==> config.mk <==
export PLATFORM = sky130hd
export DESIGN_NAME = cau_front_flat
export DESIGN_NICKNAME = d
export VERILOG_FILES = /design/src/rtl/cau_pkg.sv /design/src/rtl/cau_if.sv /design/src/rtl/cau_front.sv /design/src/flat_wrapper.sv
export SDC_FILE = /design/constraint.sdc
export NUM_CORES = 2
export LEC_CHECK = 0
export BUFFER_PORTS_ARGS = -buffer_cell sky130_fd_sc_hd__buf_2
export CAP_MARGIN = 20
export CORE_MARGIN = 8
export CORE_UTILIZATION = 40
export DETAILED_ROUTE_END_ITERATION = 12
export PLACE_DENSITY = 0.53
export SYNTH_ARGS = -nofsm -noshare
export SYNTH_HDL_FRONTEND = slang
export SYNTH_SLANG_ARGS = --single-unit
==> constraint.sdc <==
create_clock -name clk -period 9.8 [get_ports clk]
set_clock_uncertainty 0.2 [all_clocks]
set_input_delay 2.45 -clock clk [delete_from_list [all_inputs] [get_ports clk]]
set_output_delay 2.45 -clock clk [all_outputs]
set_load 0.01 [all_outputs]
==> src/rtl/cau_pkg.sv <==
// Package: operation codes, pipeline payload types and saturation helper.
package cau_pkg;

  localparam int FRAC_BITS = 12;

  // Remainder width for the restoring divider; holds (|n| << FRAC_BITS) + d/2 and d << 16.
  localparam int DIV_W = (35 + FRAC_BITS > 49) ? 35 + FRAC_BITS : 49;

  localparam logic [1:0] KIND_ADD = 2'd0;
  localparam logic [1:0] KIND_SUB = 2'd1;
  localparam logic [1:0] KIND_MUL = 2'd2;
  localparam logic [1:0] KIND_DIV = 2'd3;

  // Front output: operands plus all partial products.
  typedef struct packed {
    logic [1:0]          kind;
    logic signed [15:0]  a_re;
    logic signed [15:0]  a_im;
    logic signed [15:0]  b_re;
    logic signed [15:0]  b_im;
    logic signed [31:0]  p_rr;  // a_re * b_re
    logic signed [31:0]  p_ii;  // a_im * b_im
    logic signed [31:0]  p_ri;  // a_re * b_im
    logic signed [31:0]  p_ir;  // a_im * b_re
    logic signed [31:0]  p_bb;  // b_re * b_re
    logic signed [31:0]  p_cc;  // b_im * b_im
  } cau_op_t;

  // Saturate to 16 bits; bit 16 of the result is the overflow flag.
  function automatic logic [16:0] sat16(input logic signed [33:0] v);
    logic [16:0] r;
    if (v > 34'sd32767) begin
      r = {1'b1, 16'h7fff};
    end else if (v < -34'sd32768) begin
      r = {1'b1, 16'h8000};
    end else begin
      r = {1'b0, v[15:0]};
    end
    return r;
  endfunction

endpackage

==> src/rtl/cau_if.sv <==
// Stream interfaces for operand requests and results.
interface cau_req_if;
  logic               valid;
  logic               ready;
  logic [1:0]         kind;
  logic signed [15:0] a_re;
  logic signed [15:0] a_im;
  logic signed [15:0] b_re;
  logic signed [15:0] b_im;
  modport source (output valid, kind, a_re, a_im, b_re, b_im, input ready);
  modport sink   (input valid, kind, a_re, a_im, b_re, b_im, output ready);
endinterface


==> src/rtl/cau_front.sv <==
// Front stage: accepts requests and forms all partial products.
module cau_front (
  input  logic              clk,
  input  logic              rst,
  cau_req_if.sink           req,
  output logic              op_valid,
  input  logic              op_ready,
  output cau_pkg::cau_op_t  op
);
  import cau_pkg::*;

  logic adv;

  assign adv       = !op_valid || op_ready;
  assign req.ready = adv;

  // Valid flag
  always_ff @(posedge clk) begin
    if (rst) begin
      op_valid <= 1'b0;
    end else if (adv) begin
      op_valid <= req.valid;
    end
  end

  // Operand and product register
  always_ff @(posedge clk) begin
    if (adv && req.valid) begin
      op.kind <= req.kind;
      op.a_re <= req.a_re;
      op.a_im <= req.a_im;
      op.b_re <= req.b_re;
      op.b_im <= req.b_im;
      op.p_rr <= req.a_re * req.b_re;
      op.p_ii <= req.a_im * req.b_im;
      op.p_ri <= req.a_re * req.b_im;
      op.p_ir <= req.a_im * req.b_re;
      op.p_bb <= req.b_re * req.b_re;
      op.p_cc <= req.b_im * req.b_im;
    end
  end
endmodule

==> src/flat_wrapper.sv <==
// flat-port wrapper written by rule: the top's interface ports become plain ports
module cau_front_flat import cau_pkg::*;
  (clk, rst, op_valid, op_ready, op, req_valid, req_kind, req_a_re, req_a_im, req_b_re, req_b_im, req_ready);
  cau_req_if req_i ();
  input  logic clk;
  input  logic rst;
  output logic op_valid;
  input  logic op_ready;
  output cau_pkg::cau_op_t op;
  input wire logic [$bits(req_i.valid)-1:0] req_valid;
  input wire logic [$bits(req_i.kind)-1:0] req_kind;
  input wire logic [$bits(req_i.a_re)-1:0] req_a_re;
  input wire logic [$bits(req_i.a_im)-1:0] req_a_im;
  input wire logic [$bits(req_i.b_re)-1:0] req_b_re;
  input wire logic [$bits(req_i.b_im)-1:0] req_b_im;
  output wire logic [$bits(req_i.ready)-1:0] req_ready;
  assign req_i.valid = req_valid;
  assign req_i.kind = req_kind;
  assign req_i.a_re = req_a_re;
  assign req_i.a_im = req_a_im;
  assign req_i.b_re = req_b_re;
  assign req_i.b_im = req_b_im;
  assign req_ready = req_i.ready;
  cau_front u_core (.clk(clk), .rst(rst), .req(req_i), .op_valid(op_valid), .op_ready(op_ready), .op(op));
endmodule
==> flow_summary.json <==
{
  "status": "finished, final reports clean",
  "yosysWarnings": 0,
  "die_y_um": 419,
  "routed_wl_um": 167000,
  "grtUsageTotal_pct": 19.5,
  "drive_above_1_share_pct": 8.21,
  "async_flop_share_pct": 0,
  "grt-ovfl-total": 0,
  "grt_setup_unrepaired": "false",
  "multi_input_area_um2": 49700,
  "post_cts_resized": 0,
  "root_buffer": "clkbuf_16",
  "ys_seq_area_share_pct": 11.8,
  "h-tree-depth": 2,
  "setup_viol": 0,
  "gp_congestion": 0.872,
  "most-common-layout-cells": "1,784 x inv_1, 1,514 x fa_1, 666 x nand2_1",
  "drt-initial-drc-count": 2311,
  "use_met1_pct": 25.7,
  "clockBufferDepth": 3,
  "yosysTopAreaCell": "fa_1",
  "core_um2": 162000,
  "vias": 43964,
  "cp_num_buf_inv": 5,
  "tns_ps": 0,
  "dieArea_um2": 176000,
  "postSynthAreaPerCell_um2": 9.79,
  "synth-edff-count": 254,
  "grt_first_pass_wirelength_um": 271000,
  "syn-instance-count": 6641,
  "cp_max_fo": 26,
  "cp_data_required_time_ps": 9920,
  "grt_pass1_vias": 48384,
  "worstPathArrival_ps": 8870,
  "antenna_found_initial": 9,
  "cp-start-kind": "primary input",
  "synth.top_cell.area_share_pct": 46.6,
  "worstSetupPathType": "in -> reg",
  "cts_tree": "built",
  "synth_area_um2": 65000,
  "portBuffers": 327,
  "crit_family": "adder cells",
  "path_cells": "buf_2, buf_4, nand2_1, inv_1, fa_1, fa_1, fa_1, fa_1, fa_1, inv_1, fa_1, inv_1, ha_1, a21oi_1, o21ai_0, a2111oi_0, nand3_1, nand2_1, o211ai_1, a21oi_1, xnor2_1",
  "cts-hold-fix-buffers": 0,
  "fin_crit_sh_pct": 89.2,
  "final_antenna_net_count": 0,
  "endpoint_kind": "flip-flop",
  "drcViolationCount": 0,
  "ys_ff_latch": 255,
  "clock_latency_ps": 600,
  "period_needed_ps": 8750,
  "gr-usage-met3_pct": 2.06,
  "syn_to_final_growth_pct": 8.77,
  "cap_violations": 0,
  "cts.sinks": 255,
  "layout_commonest_cell": "inv_1",
  "slowest_delay_ps": 890,
  "hold_path_class": "reg -> reg",
  "initial_utilization_pct": 40.1,
  "io_pins": 330,
  "critPathSlowestCell": "fa_1",
  "dr.pass1.iters": 5,
  "fmax_mhz": 114,
  "final_nets": 9000,
  "crit_top_cell": "fa_1",
  "dp_hpwl_um": 137000,
  "rows": 148,
  "synth.area.top_cells": "fa_1 47%, edfxtp_1 12%, inv_1 10%",
  "tightest_slew_ps": 923,
  "die_w_um": 419,
  "grt_util_met2_pct": 33.6,
  "cts_inserted_buffers": 35,
  "top_usage_layer": "met2",
  "synth_cell_types": 67,
  "wl_per_cell_um": 18.4,
  "relSlewSlack_pct": 38.5,
  "post_cts_buffers": 0,
  "seqCellArea_um2": 7650,
  "synthFlopType": "edfxtp_1",
  "nFillCells": 15837,
  "grt_start_max_net_pins": 126,
  "finalHoldViolations": 0,
  "viasPerCell": 4.83,
  "drv_slew": 0,
  "clk_pin_slew_ps": 60
}
## worst register-to-register path: cells and delay by family, from the launching register on
family | cells | cell delay, ps
flip-flops | 1 | 310
buffers and inverters | 1 | 530
AND/OR/NAND/NOR | 2 | 450
## state kept, by name, summed over array words and instances (netlist names)
name / cells
u_core.op: 254
u_core.op_valid: 1
## area by class of cell
class,instances,share of cell area [%]
Clock buffer,40,1.27
Tap cell,2175,3.85
Inverter,1785,9.47
Multi-Input combinational cell,4335,70.2
Antenna cell,5,0.0177
Sequential cell,255,10.8
Timing Repair Buffer,488,4.16
Clock inverter,18,0.196
## worst paths after layout
check                                     start               to  slack [ps]  depth (start not counted)
worst min-delay path            u_core.op_valid  u_core.op_valid         330                          2
worst min register to register  u_core.op_valid  u_core.op_valid         330                          2
worst max-delay path                req_b_im[2]   u_core.op[158]        1050                         21
worst max register to register  u_core.op_valid   u_core.op[122]        7660                          3
## logic make-up after synthesis
logic type               synth area share [%]
buffers and inverters                    11.9
adder cells (fa/ha/maj)                  56.5
AND/OR/NAND/NOR                          12.2
AO/OA/AOI/OAI                            4.51
flip-flops                               11.8
XOR/XNOR                                 3.08
multiplexers                           0.0654
other                                 0.00577
## cells in the mapped netlist (all sizes together), types with 11 or more instances
cell and number:
or2 11, nor2 197, nand2 666, xor2 46
clkbuf 257, nor3 27, o21bai 26, fa 1514
xnor2 183, nand2b 36, a21oi 136, o211ai 16
o31ai 12, o21ai 89, and2 570, inv 1784
a211oi 20, ha 516, a21o 57, nor2b 12
a31oi 13, nand4 15, o21a 25, nand3 35
a31o 11, edfxtp 254
## per-stage QoR
stage               util, %  setup WS, ps  hold slack (ps)  cell area [um^2]  cells
finish                 43.6          1050              326             70700   9101
global route           43.6           682              363             70700   9099
CTS                    43.6          1090              329             70700   9096
detailed placement     43.0           439              318             69700   9038
global placement       43.0           521              304             69700   9038
floorplan                 -           508              393             65000   6642
## metal layers
layer  part of all wire [%]  wire (um)
met2                     49      82400
met1                     43      71300
met5                 0.0066         11
met4                    4.1       6800
met3                    4.1       6830
Power is left out: the tool's default activity adds up to more than one toggle a clock period on the data nets, which glitch-free logic cannot reach.
