## config.mk

```make
export PLATFORM = sky130hd
export DESIGN_NAME = cau_fifo
export DESIGN_NICKNAME = d
export VERILOG_FILES = /design/src/rtl/cau_pkg.sv /design/src/rtl/cau_fifo.sv
export SDC_FILE = /design/constraint.sdc
export NUM_CORES = 1
export LEC_CHECK = 0
export BUFFER_PORTS_ARGS = -buffer_cell sky130_fd_sc_hd__clkbuf_2
export CORE_MARGIN = 1.5
export CORE_UTILIZATION = 28
export CTS_BUF_LIST = sky130_fd_sc_hd__clkbuf_8
export CTS_CLUSTER_DIAMETER = 100
export CTS_CLUSTER_SIZE = 16
export DETAILED_ROUTE_END_ITERATION = 8
export SLEW_MARGIN = 20
export SYNTH_ARGS = -nofsm -noshare
export SYNTH_HDL_FRONTEND = slang
export SYNTH_SLANG_ARGS = --single-unit
```

## constraint.sdc

```tcl
create_clock -name clk -period 16.4 [get_ports clk]
set_input_delay 1.64 -clock clk [delete_from_list [all_inputs] [get_ports clk]]
set_output_delay 1.64 -clock clk [all_outputs]
set_load 0.05 [all_outputs]
```

## src/rtl/cau_pkg.sv

```systemverilog
// Package: operation codes, pipeline payload types and saturation helper.
package cau_pkg;

  localparam int FRAC_BITS = 12;

  // Remainder width for the restoring divider; holds (|n| << FRAC_BITS) + d/2 and d << 16.
  localparam int DIV_W = (35 + FRAC_BITS > 49) ? 35 + FRAC_BITS : 49;

  localparam logic [1:0] KIND_ADD = 2'd0;
  localparam logic [1:0] KIND_SUB = 2'd1;
  localparam logic [1:0] KIND_MUL = 2'd2;
  localparam logic [1:0] KIND_DIV = 2'd3;

  // Front output: operands plus all partial products.
  typedef struct packed {
    logic [1:0]          kind;
    logic signed [15:0]  a_re;
    logic signed [15:0]  a_im;
    logic signed [15:0]  b_re;
    logic signed [15:0]  b_im;
    logic signed [31:0]  p_rr;  // a_re * b_re
    logic signed [31:0]  p_ii;  // a_im * b_im
    logic signed [31:0]  p_ri;  // a_re * b_im
    logic signed [31:0]  p_ir;  // a_im * b_re
    logic signed [31:0]  p_bb;  // b_re * b_re
    logic signed [31:0]  p_cc;  // b_im * b_im
  } cau_op_t;

  // Saturate to 16 bits; bit 16 of the result is the overflow flag.
  function automatic logic [16:0] sat16(input logic signed [33:0] v);
    logic [16:0] r;
    if (v > 34'sd32767) begin
      r = {1'b1, 16'h7fff};
    end else if (v < -34'sd32768) begin
      r = {1'b1, 16'h8000};
    end else begin
      r = {1'b0, v[15:0]};
    end
    return r;
  endfunction

endpackage

```

## src/rtl/cau_fifo.sv

```systemverilog
// Two-entry queue between front and back.
module cau_fifo (
  input  logic              clk,
  input  logic              rst,
  input  logic              wr_valid,
  output logic              wr_ready,
  input  cau_pkg::cau_op_t  wr_data,
  output logic              rd_valid,
  input  logic              rd_ready,
  output cau_pkg::cau_op_t  rd_data
);
  import cau_pkg::*;

  cau_op_t    mem [2];
  logic       wp;
  logic       rp;
  logic [1:0] cnt;
  logic       push;
  logic       pop;

  assign wr_ready = (cnt != 2'd2);
  assign rd_valid = (cnt != 2'd0);
  assign rd_data  = mem[rp];
  assign push     = wr_valid && wr_ready;
  assign pop      = rd_valid && rd_ready;

  // Pointers and fill count
  always_ff @(posedge clk) begin
    if (rst) begin
      wp  <= 1'b0;
      rp  <= 1'b0;
      cnt <= 2'd0;
    end else begin
      if (push) wp <= ~wp;
      if (pop)  rp <= ~rp;
      cnt <= cnt + {1'b0, push} - {1'b0, pop};
    end
  end

  // Storage
  always_ff @(posedge clk) begin
    if (push) mem[wp] <= wr_data;
  end
endmodule

```

==> flow_metrics.env, run 1 <==
export IMPL_dr_pass1_iters=4
export IMPL_routed_wl_mm=40.7
export IMPL_route_vias_total=9406
export IMPL_synthTopCellsByCount="516 x sky130_fd_sc_hd__edfxtp_1, 201 x sky130_fd_sc_hd__mux2_4, 58 x sky130_fd_sc_hd__mux2_2"
export IMPL_place_ws_ns=11.60
export IMPL_critPathLaunchType="flop"
export IMPL_critical_path_max_stage_delay_ns=0.84
export IMPL_layout_area_overhead_vs_synth_pct=21.2
export IMPL_syn_num_nets=1091
export IMPL_clock_skew_ns=0.0276
export IMPL_ratio_of_cells_with_drive_above_1_in_the_final_layout=0.606
export IMPL_die_x_um=268
export IMPL_via_count_of_the_first_global_routing_pass=9853
export IMPL_antenna_found_initial=9
export IMPL_tritoncts_num_buffers=38
export IMPL_most_repeated_library_cell_on_the_critical_path="sky130_fd_sc_hd__buf_4"
export IMPL_portBuffers=521
export IMPL_drtAntennaViolNets=0
export IMPL_post_synth_top_count_cell="sky130_fd_sc_hd__edfxtp_1"
export IMPL_synthDistinctLibCells=18
export IMPL_path_cells="buf_4 > buf_4 > mux2_4 > clkbuf_2"
export IMPL_critical_path_top_delay_family="buffers and inverters"
export IMPL_timing_critical_path_fanout_max=53
export IMPL_cts_resized=0
export IMPL_final_hold_worst_slack_ns=0.531
export IMPL_pwr_density_cell_nw_per_um2=162
export IMPL_synth_ff_latch_count=521
export IMPL_worstPathRequired_ns=14.76
export IMPL_vdd_drop_max_v=0.000105
export IMPL_die_area_um2=72000
export IMPL_clock_tree_from_tritoncts="yes"
export IMPL_cts_root_buf="sky130_fd_sc_hd__clkbuf_8"
export IMPL_nets=1631
export IMPL_crit_arrival_ns=3.76
export IMPL_dp_hpwl_mm=28.3
export IMPL_worstSetupEndpointType="output port"
export IMPL_setup_violations=0
export IMPL_crit_path_max_delay_cell_type="sky130_fd_sc_hd__buf_4"
export IMPL_crit_type="reg2out"
export IMPL_mappedNetlistArea_um2=19700
export IMPL_globalRouteOverflowTotal=0
export IMPL_timing_hold_worst_class="reg2reg"
export IMPL_grt_setup_unrepaired="no"
export IMPL_placeable_core_region_um2=69800
export IMPL_post_route_period_util=0.329
export IMPL_leakagePower_nw=9.13
export IMPL_clk_latency_ns=0.60
export IMPL_synth_edf_count=516
export IMPL_drv_cap=0
export IMPL_slew_headroom=0.165
export IMPL_slew_worst_pin_ns=1.25
export IMPL_final_hold_violation_count=0
export IMPL_drcViolationCount=0
export IMPL_min_period_ns=5.40
export IMPL_timing_fmax_mhz=185
export IMPL_post_cts_setup_buffer_count=0
export IMPL_yosys_area_top_type_share=0.787
export IMPL_via_per_inst=4.06
export IMPL_synthesis_yosys_warnings=0
export IMPL_worst_setup_hold_path_clk_slew_ns=0.10
export IMPL_globalRouteTotalUtil=0.106
export IMPL_timing_setup_tns_ns=0
export IMPL_total_power_mw=3.86
export IMPL_globalplace_congestion=0.722
export IMPL_synth_flop_cell="sky130_fd_sc_hd__edfxtp_1"
export IMPL_floorplan_die_height_um=268
export IMPL_first_iter_violations=525
export IMPL_synth_seq_area_share=0.792
export IMPL_worstPathBufferInverterCount=3
export IMPL_synth_largest_area_cell="sky130_fd_sc_hd__edfxtp_1"
export IMPL_floorplan_io_pins=522
export IMPL_global_route_wire_length_before_repair_mm=58.0
export IMPL_floorplan_row_count=97
export IMPL_cts_htree_levels=2
export IMPL_initial_utilization=0.282
export IMPL_max_slew_violations=0
export IMPL_outcome="completed"
export IMPL_cts_sinks=521
export IMPL_finalCoreUtilization=0.342
export IMPL_cts_hold_repair_buffers=0
export IMPL_postSynthAreaPerCell_um2=23.8
export IMPL_synth_top_cells_by_area="sky130_fd_sc_hd__edfxtp_1 79%, sky130_fd_sc_hd__mux2_4 15%, sky130_fd_sc_hd__mux2_2 3.3%, sky130_fd_sc_hd__buf_6 1.4%, sky130_fd_sc_hd__dfxtp_1 0.51%"
export IMPL_post_synth_inst_count=827
export IMPL_routedWlPerCell_um=17.6
export IMPL_grt_max_degree=135
export IMPL_fin_ws_ns=11.00
export IMPL_postSynth_asyncResetShare=0
export IMPL_cts_buffer_depth=3
state kept, by name (all words and copies together) (netlist names), named ones only:
register,flops
rp,1
cnt,2
mem,516
wp,1
cells in the final DEF (no fill, tap or decap):
cell	instances
sky130_fd_sc_hd__nor2_1	4
sky130_fd_sc_hd__xnor2_1	2
sky130_fd_sc_hd__o21a_1	1
sky130_fd_sc_hd__buf_12	3
sky130_fd_sc_hd__dfxtp_4	1
sky130_fd_sc_hd__edfxtp_1	516
sky130_fd_sc_hd__and3_4	1
sky130_fd_sc_hd__or2_2	1
sky130_fd_sc_hd__ha_1	2
sky130_fd_sc_hd__clkbuf_2	521
sky130_fd_sc_hd__nand2_1	1
sky130_fd_sc_hd__mux2_2	58
sky130_fd_sc_hd__clkbuf_8	41
sky130_fd_sc_hd__nor2_4	1
sky130_fd_sc_hd__xor2_1	1
sky130_fd_sc_hd__nand2b_1	1
sky130_fd_sc_hd__inv_6	1
sky130_fd_sc_hd__diode_2	1
sky130_fd_sc_hd__dfxtp_1	4
sky130_fd_sc_hd__nor2b_1	2
sky130_fd_sc_hd__mux2_4	201
sky130_fd_sc_hd__buf_4	5
sky130_fd_sc_hd__inv_1	8
worst reg2reg max path: cells and delay by family, from the launching register on:
family | cells | cell delay [ns]
DFF | 1 | 0.38
buffers and inverters | 2 | 1.65
and+or+nand+nor | 3 | 0.40
cells by family (layout without fill, tap and decap cells):
| kind of cell | after synthesis | after routing | synth area share |
|---|---|---|---|
| AOI/OAI and AO/OA | 1 | 1 | 0.000381 |
| xor gates and xnor gates | 3 | 3 | 0.00133 |
| adders and majority gates | 2 | 2 | 0.00127 |
| buffers and inverters | 30 | 579 | 0.0162 |
| DFF | 521 | 521 | 0.792 |
| muxes | 259 | 259 | 0.186 |
| other | 0 | 1 | 0 |
| and+or+nand+nor | 11 | 11 | 0.00273 |
final cells by class:
class | count | area, µm²
Sequential cell | 521 | 15600
Timing Repair Buffer | 529 | 2710
Multi-Input combinational cell | 276 | 3800
Clock inverter | 8 | 35.0
Antenna cell | 1 | 2.50
Tap cell | 940 | 1180
Fill cell | 6682 | 45900
Inverter | 1 | 3.75
Clock buffer | 41 | 564
power breakdown:
| group | switching [mW] | internal [mW] | total (mW) |
|---|---|---|---|
| sequential | 0.0562 | 1.67 | 1.73 |
| clock | 0.389 | 0.228 | 0.617 |
| combinational | 1.06 | 0.460 | 1.52 |
| total | 1.50 | 2.36 | 3.86 |
metal layers:
layer,part of all wire,GRT usage
met1,0.37,0.114
met2,0.50,0.184
met3,0.11,0.0494
met4,0.025,0.0354
met5,0.0024,0
path summary, 6_finish.rpt:
check / start / endpoint / slack, ns / depth (start not counted)
worst min register to register: rp / rp / 0.53 / 2
worst min-delay path: rp / rp / 0.53 / 2
worst max register to register: cnt[0] / mem[0][66] / 13.55 / 5
worst max-delay path: flop / rd_data[173] / 11.00 / 4
stage by stage:
step / cells / area, µm²
2_1_floorplan: 827 / 19700
3_3_place_gp: 2267 / 23300
3_5_place_dp: 2267 / 23300
4_1_cts: 2316 / 23900
5_1_grt: 2316 / 23900
6_report: 2317 / 23900
No activity file was read; power rests on OpenSTA's default activity.
==> run 2: changes to the inputs <==
- ABC_AREA: default -> 1
- clock period: 16.4 -> 5.4 ns (I/O delays scaled with it)
==> run 2 against run 1 <==
Net effect:
- via count is 1.5% higher
- utilization is 0.20 points higher
- largest power group unchanged
- first-iteration DRC count up 23%
- cell count grew 1.1%
==> flow_metrics.env, run 2 <==
export IMPL_largest_register_ffs=516
export IMPL_reg_largest_list="mem x516, cnt x2"
export IMPL_mappedNetlistArea_um2=19700
export IMPL_crit_path_max_delay_cell_type="sky130_fd_sc_hd__dfxtp_4"
export IMPL_path_depth=3
export IMPL_post_synth_inst_count=840
export IMPL_timing_critical_path_to="rd_data[140]"
export IMPL_post_cts_setup_buffer_count=0
export IMPL_synthTopCellsByCount="516 x sky130_fd_sc_hd__edfxtp_1, 201 x sky130_fd_sc_hd__mux2_4, 57 x sky130_fd_sc_hd__mux2_2"
export IMPL_synthesis_yosys_warnings=0
export IMPL_register_to_register_path_setup_slack_ns=2.84
export IMPL_cts_htree_levels=2
export IMPL_drcViolationCount=0
export IMPL_worstPathBufferInverterCount=2
export IMPL_slew_headroom=0.329
export IMPL_layout_area_overhead_vs_synth_pct=22.1
export IMPL_post_route_period_util=0.610
export IMPL_cts_root_buf="sky130_fd_sc_hd__clkbuf_8"
export IMPL_grt_max_degree=115
export IMPL_postSynth_asyncResetShare=0
export IMPL_floorplan_row_count=97
export IMPL_timing_hold_worst_class="in2reg"
export IMPL_path_cells="buf_12 > mux2_4 > clkbuf_2"
export IMPL_critical_path_max_stage_delay_ns=1.02
export IMPL_synth_flop_cell="sky130_fd_sc_hd__edfxtp_1"
export IMPL_total_power_mw=11.8
export IMPL_grt_setup_unrepaired="no"
export IMPL_critical_path_top_delay_family="flip-flops"
export IMPL_globalplace_congestion=0.766
export IMPL_cts_hold_repair_buffers=0
export IMPL_drtAntennaViolNets=0
export IMPL_synthDistinctLibCells=13
export IMPL_cts_buffer_depth=3
export IMPL_min_period_ns=3.29
export IMPL_via_count_of_the_first_global_routing_pass=9811
export IMPL_synth_top_cells_by_area="sky130_fd_sc_hd__edfxtp_1 79%, sky130_fd_sc_hd__mux2_4 15%, sky130_fd_sc_hd__mux2_2 3.3%, sky130_fd_sc_hd__buf_6 1.4%, sky130_fd_sc_hd__dfxtp_1 0.51%"
export IMPL_leakagePower_nw=9.25
export IMPL_synth_largest_area_cell="sky130_fd_sc_hd__edfxtp_1"
export IMPL_floorplan_die_height_um=268
export IMPL_globalRouteOverflowTotal=0
export IMPL_vdd_drop_max_v=0.000322
export IMPL_yosys_area_top_type_share=0.786
export IMPL_mostFrequentLayoutCell="sky130_fd_sc_hd__clkbuf_2"
export IMPL_nets=1657
export IMPL_slew_worst_pin_ns=1.01
export IMPL_setup_violations=0
export IMPL_placeable_core_region_um2=69900
export IMPL_worstSetupEndpointType="output port"
export IMPL_cts_resized=0
export IMPL_commonest_cells_after_routing_fill_and_taps_aside="521 x sky130_fd_sc_hd__clkbuf_2, 516 x sky130_fd_sc_hd__edfxtp_1, 201 x sky130_fd_sc_hd__mux2_4"
export IMPL_cts_sinks=521
export IMPL_via_per_inst=4.07
export IMPL_timing_fmax_mhz=304
export IMPL_routed_wl_mm=41.8
export IMPL_dp_hpwl_mm=28.9
export IMPL_die_x_um=268
export IMPL_dr_pass1_iters=4
export IMPL_postSynthAreaPerCell_um2=23.5
export IMPL_initial_utilization=0.282
export IMPL_outcome="completed"
export IMPL_max_slew_violations=0
export IMPL_tritoncts_num_buffers=38
export IMPL_critPathLaunchType="flop"
export IMPL_clk_latency_ns=0.59
export IMPL_post_synth_top_count_cell="sky130_fd_sc_hd__edfxtp_1"
export IMPL_synth_edf_count=516
export IMPL_final_hold_violation_count=0
export IMPL_clock_tree_from_tritoncts="yes"
export IMPL_worst_setup_hold_path_clk_slew_ns=0.10
export IMPL_synth_ff_latch_count=521
export IMPL_crit_arrival_ns=2.75
export IMPL_capture_point_of_the_worst_reg_to_reg_path="mem[1][196]"
export IMPL_first_iter_violations=646
export IMPL_ratio_of_cells_with_drive_above_1_in_the_final_layout=0.603
export IMPL_insertedDiodeCount=0
export IMPL_die_area_um2=72000
export IMPL_fillers=6696
export IMPL_synth_seq_area_share=0.791
export IMPL_drv_cap=0
export IMPL_crit_type="reg2out"
export IMPL_reg2regPathDepth=4
export IMPL_timing_setup_tns_ns=0
export IMPL_antenna_found_initial=2
export IMPL_worstPathRequired_ns=4.86
export IMPL_clock_skew_ns=0.0108
export IMPL_syn_num_nets=1104
export IMPL_portBuffers=521
export IMPL_routedWlPerCell_um=17.8
export IMPL_global_route_wire_length_before_repair_mm=59.4
export IMPL_globalRouteTotalUtil=0.109
export IMPL_largest_register="mem"
export IMPL_timing_critical_path_fanout_max=52
export IMPL_route_vias_total=9543
export IMPL_pwr_density_cell_nw_per_um2=490
export IMPL_floorplan_io_pins=522
export IMPL_rr_startpoint="cnt[1]"
==> run 2: layout make-up <==
type	instances	area, µm²	share of cell area
clock buffers	41	564	0.0234
clock inverters	8	57.6	0.00239
inverters	8	33.8	0.00140
multi-input cells	282	3780	0.157
flip-flops and latches	521	15600	0.648
well taps	940	1180	0.0489
repair buffers	542	2850	0.119
==> run 2: worst min-delay path by stage <==
stage                     startpoint  endpoint  slack [ns]  cells past startpoint
final                            rst    cnt[0]        0.10                      2
after CTS                        rst    cnt[0]       0.005                      2
after global routing             rst    cnt[0]        0.03                      2
after detailed placement          rp      flop        0.50                      2
after global placement            rp        rp        0.49                      2
after floorplan                   rp      flop        0.47                      2
==> run 2: cells by family after synthesis <==
group,share of synthesized area
compound gates,0.000508
fa+ha+maj,0.00127
buf+inv,0.0175
flops,0.791
mux,0.186
simple gates,0.00400
==> run 2: metal layers <==
metal / up-vias / track usage / wire [µm]
li1: 4396 / - / -
met4: 4 / 0.0296 / 756
met3: 48 / 0.0438 / 4120
met2: 345 / 0.186 / 20700
met5: - / 0 / 27
met1: 4750 / 0.125 / 16200
==> run 2: through the flow <==
step | cells | utilization | hold slack (ns) | area (µm²) | worst slack, ns
floorplan | 840 | - | 0.467 | 19700 | 0.146
global placement | 2293 | 0.335 | 0.486 | 23400 | 2.73
detailed placement | 2293 | 0.335 | 0.502 | 23400 | 2.70
CTS | 2342 | 0.344 | 0.00521 | 24100 | 1.98
global route | 2342 | 0.344 | 0.0340 | 24100 | 1.90
finish | 2342 | 0.344 | 0.101 | 24100 | 2.11
==> run 2: worst register-to-register path, cell delays in order, from the launching register on <==
cell and delay [ns]:
sky130_fd_sc_hd__dfxtp_1 0.39, sky130_fd_sc_hd__nand2_1 0.14, sky130_fd_sc_hd__nand3_1 0.16, sky130_fd_sc_hd__clkinvlp_4 0.69, sky130_fd_sc_hd__buf_12 0.49
==> run 2: power by group <==
| group | switching (mW) | total [mW] | internal [mW] | leakage, nW |
|---|---|---|---|---|
| clock network | 1.19 | 1.92 | 0.737 | 0.345 |
| registers | 0.194 | 5.30 | 5.11 | 4.86 |
| logic | 3.19 | 4.56 | 1.38 | 4.04 |
==> run 3: changes to the inputs <==
- clock period: 5.4 -> 3.4 ns (I/O delays scaled with it)
==> run 3 against run 2 <==
Net effect:
- die area stayed put
- sequential cell count stayed put
- count of clock-buffer cells in the layout stayed put
- utilization is 3.8 points higher
- clock power is 56% higher
- design area is 11% higher
- sequential share of layout area is 6.5 points lower
==> flow_metrics.env, run 3 (synthesis gave the netlist of run 2 again) <==
export IMPL_outcome="completed"
export IMPL_dr_pass1_iters=4
export IMPL_fin_ws_ns=0.663
export IMPL_drv_cap=0
export IMPL_register_to_register_path_setup_slack_ns=1.58
export IMPL_capture_point_of_the_worst_reg_to_reg_path="mem[1][174]"
export IMPL_vdd_drop_max_v=0.000525
export IMPL_tritoncts_num_buffers=38
export IMPL_slew_worst_pin_ns=0.976
export IMPL_reg_largest_list="mem x516, cnt x2"
export IMPL_initial_utilization=0.282
export IMPL_clock_skew_ns=0.0146
export IMPL_routed_wl_mm=43.5
export IMPL_post_route_period_util=0.805
export IMPL_finalCoreUtilization=0.382
export IMPL_final_hold_violation_count=0
export IMPL_finalInstanceArea_um2=26700
export IMPL_critPathLaunchType="flop"
export IMPL_stdcell_count=2601
export IMPL_drcViolationCount=0
export IMPL_total_power_mw=19.0
export IMPL_cts_htree_levels=2
export IMPL_clock_tree_from_tritoncts="yes"
export IMPL_place_area_um2=23600
export IMPL_grt_use_met2=0.205
export IMPL_worstSetupEndpointType="output port"
export IMPL_crit_arrival_ns=2.40
export IMPL_portBuffers=521
export IMPL_max_slew_violations=0
export IMPL_routedWlPerCell_um=16.7
export IMPL_top_usage_layer="met2"
export IMPL_timing_hold_worst_class="in2reg"
export IMPL_ratio_of_cells_with_drive_above_1_in_the_final_layout=0.515
export IMPL_cts_buffer_depth=3
export IMPL_via_count_of_the_first_global_routing_pass=11400
export IMPL_timing_fmax_mhz=365
export IMPL_slew_headroom=0.349
export IMPL_dp_hpwl_mm=29.2
export IMPL_cts_sinks=521
export IMPL_final_hold_worst_slack_ns=0.113
export IMPL_nets=1921
export IMPL_timing_critical_path_fanout_max=46
export IMPL_timing_setup_tns_ns=0
export IMPL_instance_count_along_the_most_critical_hold_path=3
export IMPL_mostFrequentLayoutCell="sky130_fd_sc_hd__clkbuf_2"
export IMPL_floorplan_die_height_um=268
export IMPL_global_route_wire_length_before_repair_mm=63.3
export IMPL_cts_root_buf="sky130_fd_sc_hd__clkbuf_8"
export IMPL_clk_latency_ns=0.60
export IMPL_largest_register_ffs=516
export IMPL_floorplan_io_pins=522
export IMPL_place_ws_ns=1.23
export IMPL_cts_hold_repair_buffers=260
export IMPL_grt_setup_unrepaired="no"
export IMPL_floorplan_row_count=97
export IMPL_die_x_um=268
export IMPL_worst_hold_startpoint="wr_valid"
export IMPL_via_per_inst=4.10
export IMPL_fillers=6481
export IMPL_crit_type="reg2out"
export IMPL_placeable_core_region_um2=69900
export IMPL_layout_area_overhead_vs_synth_pct=35.6
export IMPL_globalRouteTotalUtil=0.114
export IMPL_setup_violations=0
export IMPL_rr_startpoint="cnt[0]"
export IMPL_post_place_cells=2297
export IMPL_worst_setup_hold_path_clk_slew_ns=0.10
export IMPL_drtAntennaViolNets=0
export IMPL_die_area_um2=72000
export IMPL_globalplace_congestion=0.746
export IMPL_grt_max_degree=131
export IMPL_globalRouteOverflowTotal=0
export IMPL_cts_resized=0
export IMPL_min_period_ns=2.74
export IMPL_grt_met3_usage=0.0324
export IMPL_route_vias_total=10700
export IMPL_leakagePower_nw=10.3
export IMPL_reg2regPathDepth=5
export IMPL_antenna_found_initial=1
export IMPL_first_iter_violations=551
export IMPL_worstPathRequired_ns=3.06
export IMPL_pwr_density_cell_nw_per_um2=711
export IMPL_largest_register="mem"
export IMPL_globalRouteMet1Util=0.129
export IMPL_worstHoldEndpoint="wp"
export IMPL_post_cts_setup_buffer_count=0
export IMPL_commonest_cells_after_routing_fill_and_taps_aside="521 x sky130_fd_sc_hd__clkbuf_2, 516 x sky130_fd_sc_hd__edfxtp_1, 260 x sky130_fd_sc_hd__dlygate4sd3_1"
==> run 3: cell types whose count changed in the layout (fill, tap and decap cells not counted), moves of 2 or more <==
cell and change:
sky130_fd_sc_hd__buf_12 +3, sky130_fd_sc_hd__dfxtp_1 -2, sky130_fd_sc_hd__dfxtp_2 +2, sky130_fd_sc_hd__dlygate4sd3_1 +260, sky130_fd_sc_hd__inv_1 -6, sky130_fd_sc_hd__nand2_1 -2
==> run 3: power breakdown <==
| part | internal [mW] | switching [mW] |
|---|---|---|
| sequential | 8.11 | 0.245 |
| clock | 1.09 | 1.90 |
| combinational | 2.43 | 5.23 |
==> run 3: critical path, stage by stage, from the launching register on <==
cell and delay (ns):
sky130_fd_sc_hd__dfxtp_4 0.54, sky130_fd_sc_hd__buf_12 0.27, sky130_fd_sc_hd__buf_12 0.33, sky130_fd_sc_hd__mux2_2 0.39
sky130_fd_sc_hd__clkbuf_2 0.24
==> run 3: how the worst max path moves through the flow <==
stage / from / to / slack [ns] / cells after the start
after floorplan: cnt[0] / mem[1][0] / -1.43 / 4
after global placement: flop / rd_data[17] / 1.27 / 4
after detailed placement: flop / rd_data[23] / 1.23 / 4
after CTS: flop / rd_data[23] / 0.51 / 4
after global routing: flop / rd_data[23] / 0.47 / 4
final: flop / rd_data[23] / 0.66 / 4
==> run 3: cell type report <==
type / count / area (µm²) / share of cell area
Multi-Input combinational cell: 282 / 3820 / 0.143
Clock buffer: 41 / 564 / 0.0211
Inverter: 8 / 36.3 / 0.00136
Timing Repair Buffer: 806 / 5520 / 0.207
Antenna cell: 1 / 2.50 / 0.0000936
Sequential cell: 521 / 15600 / 0.584
Clock inverter: 2 / 12.5 / 0.000468
Tap cell: 940 / 1180 / 0.0440
==> run 3: routing by layer <==
metal,vias to the layer above,routed length [µm],share of wire
met1,5297,16800,0.39
li1,4923,-,-
met5,-,0,0
met4,0,1230,0.028
met2,366,22400,0.52
met3,80,3040,0.070
